==> config.mk <==
export PLATFORM = sky130hd
export DESIGN_NAME = ilid_cell
export DESIGN_NICKNAME = d
export VERILOG_FILES = /design/src/rtl/ilid_pkg.sv /design/src/rtl/ilid_cell.sv
export SDC_FILE = /design/constraint.sdc
export NUM_CORES = 1
export LEC_CHECK = 0
export CAP_MARGIN = 10
export CORE_MARGIN = 4
export CORE_UTILIZATION = 25
export DETAILED_ROUTE_END_ITERATION = 16
export DONT_BUFFER_PORTS = 1
export PLACE_DENSITY = 0.41
export REMOVE_ABC_BUFFERS = 1
export SYNTH_ARGS = -nofsm -noshare
export SYNTH_HDL_FRONTEND = slang
export SYNTH_SLANG_ARGS = --single-unit
==> constraint.sdc <==
create_clock -name clk -period 3 [get_ports clk]
set_clock_uncertainty 0.05 [all_clocks]
set_input_delay 0.45 -clock clk [delete_from_list [all_inputs] [get_ports clk]]
set_output_delay 0.45 -clock clk [all_outputs]
set_load 0.05 [all_outputs]
==> src/rtl/ilid_pkg.sv <==
// shared types and constants for the indexed list
package ilid_pkg;

  localparam int CNT_W = 7;
  localparam int IDX_W = 6;
  localparam int VAL_W = 32;

  typedef enum logic [2:0] {
    CMD_CLEAR  = 3'd0,
    CMD_INSERT = 3'd1,
    CMD_UPDATE = 3'd2,
    CMD_DELETE = 3'd3,
    CMD_DUMP   = 3'd4
  } cmd_t;

  typedef enum logic [1:0] {
    ST_OK     = 2'd0,
    ST_FULL   = 2'd1,
    ST_BADPOS = 2'd2,
    ST_EMPTY  = 2'd3
  } status_t;

  typedef enum logic [2:0] {
    OP_HOLD   = 3'd0,
    OP_INSERT = 3'd1,
    OP_UPDATE = 3'd2,
    OP_DELETE = 3'd3,
    OP_ROTATE = 3'd4
  } cell_op_t;

  // control broadcast to every cell of the chain
  typedef struct packed {
    cell_op_t          op;
    logic [CNT_W-1:0]  pos;
    logic [VAL_W-1:0]  value;
    logic [CNT_W-1:0]  last_pos;
  } cell_ctl_t;

endpackage

==> src/rtl/ilid_cell.sv <==
// one storage cell of the list chain
module ilid_cell #(
  parameter int IDX = 0
) (
  input  logic                      clk,
  input  ilid_pkg::cell_ctl_t       ctl,
  input  logic [ilid_pkg::VAL_W-1:0] left_data,
  input  logic [ilid_pkg::VAL_W-1:0] right_data,
  input  logic [ilid_pkg::VAL_W-1:0] wrap_data,
  output logic [ilid_pkg::VAL_W-1:0] data
);
  import ilid_pkg::*;

  localparam logic [CNT_W-1:0] K = CNT_W'(IDX);

  logic [VAL_W-1:0] data_r;
  logic [VAL_W-1:0] data_nxt;

  always_comb begin
    data_nxt = data_r;
    unique case (ctl.op)
      OP_INSERT: begin
        if (K == ctl.pos) begin
          data_nxt = ctl.value;
        end else if (K > ctl.pos) begin
          data_nxt = left_data;
        end
      end
      OP_UPDATE: begin
        if (K == ctl.pos) begin
          data_nxt = ctl.value;
        end
      end
      OP_DELETE: begin
        if (K >= ctl.pos) begin
          data_nxt = right_data;
        end
      end
      OP_ROTATE: begin
        // live part of the chain turns left by one, head wraps to the tail
        if (K == ctl.last_pos) begin
          data_nxt = wrap_data;
        end else if (K < ctl.last_pos) begin
          data_nxt = right_data;
        end
      end
      default: begin
        data_nxt = data_r;
      end
    endcase
  end

  always_ff @(posedge clk) begin
    data_r <= data_nxt;
  end

  assign data = data_r;

endmodule

## Word level (Yosys, flattened, before mapping)

Index checks and enable logic that the tools add are counted.

| word-level totals | value |
|---|---|
| input port bits | 146 |
| register bits after elaboration | 32 |
| output and inout port bits | 32 |
| logic and storage cells | 23 |

| operators by class | value |
|---|---|
| magnitude comparators | 3 |
| mux-type cells | 7 |
| reductions and logical operators | 4 |
| equal/unequal tests | 8 |

Operators by type and width:

| operator | count |
|---|---|
| 2-to-1 mux 32 bit | 6 |
| case mux 32 bit (4 select lines) | 1 |
| zero test 7 bit | 2 |
| >= comparator 1 x 7 -> 1 bit (first input constant) | 1 |
| > comparator 1 x 7 -> 1 bit (first input constant) | 1 |
| less-than comparator 1 x 7 -> 1 bit (first input constant) | 1 |
| equality test 3 x 2 -> 1 bit (second input constant) | 2 |
| inequality test 3 bit (second input constant) | 2 |
| AND reduction 5 bit | 1 |
| inequality test 2 bit (second input constant) | 2 |
| nonzero test 4 bit | 1 |
| equality test 3 x 1 -> 1 bit (second input constant) | 1 |
| equality test 3 bit (second input constant) | 1 |

## Depth between registers and ports, before layout

| depth | value |
|---|---|
| depth after elaboration | 4 |
| mapped depth | 6 |
| depth with buffers taken out | 4 |

## Worst setup path before layout

Ideal clock, no wire load.

| timing | value |
|---|---|
| path type | input-to-reg |
| start | input ctl[42] (netlist name) |
| end | register data_r[0], in the netlist data[0], enable pin |
| stages | 4 |
| arrival | 1.901 ns |
| data required time | 2.561 ns |
| path buffers | 0 |
| library setup time | 0.389 ns |
| setup slack | 0.659 ns |
| cell sequence | nor4_2 nand2_2 or3_1 nand2_1 |

| on the way | value |
|---|---|
| longest elaborated chain between the ends | 3 |
| elaborated cells between the ends (all ways) | 7 |
| those cells by class | order compare: 2; eq/ne: 3; reduce/logical: 2 |

RTL lines:

| item | RTL line | text |
|---|---|---|
| start, declared | ilid_cell.sv:6 | `input ilid_pkg::cell_ctl_t ctl,` |
| > comparator 1 x 7 -> 1 bit, or another cell as far along | ilid_cell.sv:25 | `end else if (K > ctl.pos) begin` |
| inequality test 3 bit (no source line) or inequality test 2 bit (tied branches) | -- |  |
| AND reduction 5 bit (no source line) (*) | -- |  |
| end signal, assigned | ilid_cell.sv:54 | `data_r <= data_nxt;` |
| end, declared | ilid_cell.sv:16 | `logic [VAL_W-1:0] data_r;` |

Every way passes the cells marked *; elsewhere a longest branch is shown, timed or not.
A chain may end at the register's enable or synchronous reset.

## Worst setup path in the final report

| timing | value |
|---|---|
| start | input ctl[3] (netlist name) |
| end | register data_r[0], in the netlist data[0], data pin |

| on the way | value |
|---|---|
| longest elaborated chain between the ends | 3 |

RTL lines:

| item | RTL line | text |
|---|---|---|
| zero test 7 bit | ilid_cell.sv:41 | `if (K == ctl.last_pos) begin` |
| 2-to-1 mux 32 bit | ilid_cell.sv:41 |  |
| case mux 32 bit (4 select lines) | ilid_cell.sv:21 | `unique case (ctl.op)` |
| net data_nxt[0] | ilid_cell.sv:17 | `logic [VAL_W-1:0] data_nxt;` |

The timed path passes the listed nets, and every way through them passes these cells.

==> impl_metrics.json <==
{
  "place_area_um2": 2680,
  "setup_viol": 0,
  "yosys_most_used_dff": "edfxtp_1",
  "drive_gt1_frac": 0.227,
  "powerDensity_nw_per_um2": 393,
  "multi_input_area_um2": 1480,
  "ys_seq_area_frac": 0.374,
  "antenna_found_initial": 0,
  "drt-total-wl_um": 7430,
  "syn_to_final_growth_pct": 7.06,
  "period_share": 0.632,
  "die_y_um": 109,
  "cts_sinks": 32,
  "fill_cells": 1026,
  "start_kind": "input port",
  "syn_inst": 225,
  "cts_hold_buf": 0,
  "gr-total-overflow": 0,
  "synth_common_cells": "mux2i_1 (64), nand2_1 (35), edfxtp_1 (32), mux2_2 (32), o221ai_1 (32)",
  "std_cell_rows": 36,
  "drv_slew": 0,
  "vias_per_cell": 5.24,
  "critical_path_arrival_ns": 1.84,
  "cts_max_level": 2,
  "grt_util_all_layers": 0.118,
  "io_buffers": 0,
  "first_iter_violations": 50,
  "hold_viol_final": 0,
  "postLayoutCellArea_um2": 2750,
  "dieArea_um2": 12000,
  "route.detailed.drc": 0,
  "cts_max_path_buffers": 2,
  "cts_tree": "done",
  "gp_congestion": 0.662,
  "vdd_drop_max_mv": 0.132,
  "grt_pass1_vias": 1990,
  "cts_inserted_buffers": 5,
  "synth_seq_cells": 32,
  "critical_path.max_fanout": 17,
  "largest_reg_flops": 32,
  "synth.distinct_cells": 15,
  "netlist_top_cells_area": "edfxtp_1 (37%), mux2i_1 (25%), mux2_2 (14%)",
  "netlist_area_um2": 2570,
  "synth_top_area_frac": 0.374,
  "drv_cap": 0,
  "synthArstFlopShare": 0,
  "antenna_cells": 0,
  "vias": 1829,
  "yosysWarnings": 0,
  "syn_area_per_cell_um2": 11.4,
  "rsz0062_at_grt": "no",
  "synth_top_area_cell": "edfxtp_1",
  "ant_nets": 0,
  "slew_headroom": 0.546,
  "start_util": 0.259,
  "clkSlewWorstSetupHoldPaths_ns": 0.07,
  "grt_pass1_wl_um": 10600,
  "final.setup.tns_ns": 0,
  "whs_ns": 0.432,
  "synth.most_common_cell": "mux2i_1",
  "ctsResizeCount": 0,
  "end_kind": "flop",
  "dp_hpwl_um": 5470,
  "leakage_uw": 0.00126,
  "cts_setup_buffers": 0,
  "grt_max_degree": 34,
  "seqCellArea_um2": 961,
  "wire_per_inst_um": 21.3,
  "pin_count": 178,
  "nNetsFinal": 364,
  "hold_path.class": "input port to flop",
  "cp.required_ns": 2.94,
  "root_buffer": "clkbuf_8",
  "fin_util": 0.278,
  "worst_slew_pin_slew_ns": 0.680,
  "die_w_um": 109,
  "clock.fmax_ghz": 0.527,
  "outcome": "finished clean",
  "critical_path_class": "input port to flop",
  "core_um2": 9910,
  "first_pass_iters": 3,
  "synth_edf_count": 32,
  "min_period_ns": 1.90
}
## worst paths after layout
kind,startpoint,to,cells after the start
setup / recovery,ctl[3],data[0],5
hold / removal,wrap_data[15],data[15],2
## cells by family after synthesis
family	share of synthesized area
AO/OA/AOI/OAI	0.109
buffers and inverters	0.0516
multiplexers	0.389
flip-flops	0.374
AND/OR/NAND/NOR	0.0760
## cells in the final DEF, fill, tap and decap left out
cell	instances
buf_4	4
clkbuf_8	5
o221ai_1	32
buf_12	2
nor2_1	1
mux2i_1	64
nor4_2	2
mux2_2	32
edfxtp_1	32
nand2_2	3
nand2_1	34
nor2b_2	1
inv_1	1
nor3_1	2
or3_1	1
## metal layers
metal | wire length (um) | vias to the layer above | share of wire | track usage
met1 | 2840 | 844 | 0.38 | 0.129
met2 | 3690 | 106 | 0.50 | 0.210
met4 | 83 | 0 | 0.011 | 0.0294
met3 | 811 | 5 | 0.11 | 0.0487
li1 | - | 874 | - | -
met5 | 0 | - | 0 | 0
## metrics by stage
step,power [uW],cells,setup slack (ns)
3_5_place_dp,802,344,0.770
4_1_cts,1110,349,1.08
2_1_floorplan,756,205,0.148
6_report,1080,349,1.10
5_1_grt,1150,349,0.996
3_3_place_gp,800,344,0.803
## power breakdown
group	switching (uW)	internal [uW]
logic	73.4	86.5
registers	96.5	530
clock network	146	149
total	316	766
## critical path: stages
cell and delay, ns:
nor4_2 0.27, nand2_2 0.36, buf_4 0.38, mux2i_1 0.20
o221ai_1 0.17
## cell type report
cell class | instances | share of cell area
clock buffers | 5 | 0.0250
inverters | 1 | 0.00136
multi-input cells | 172 | 0.538
flip-flops and latches | 32 | 0.349
well taps | 133 | 0.0605
repair buffers | 6 | 0.0255
(Power assumes the default switching activity.)
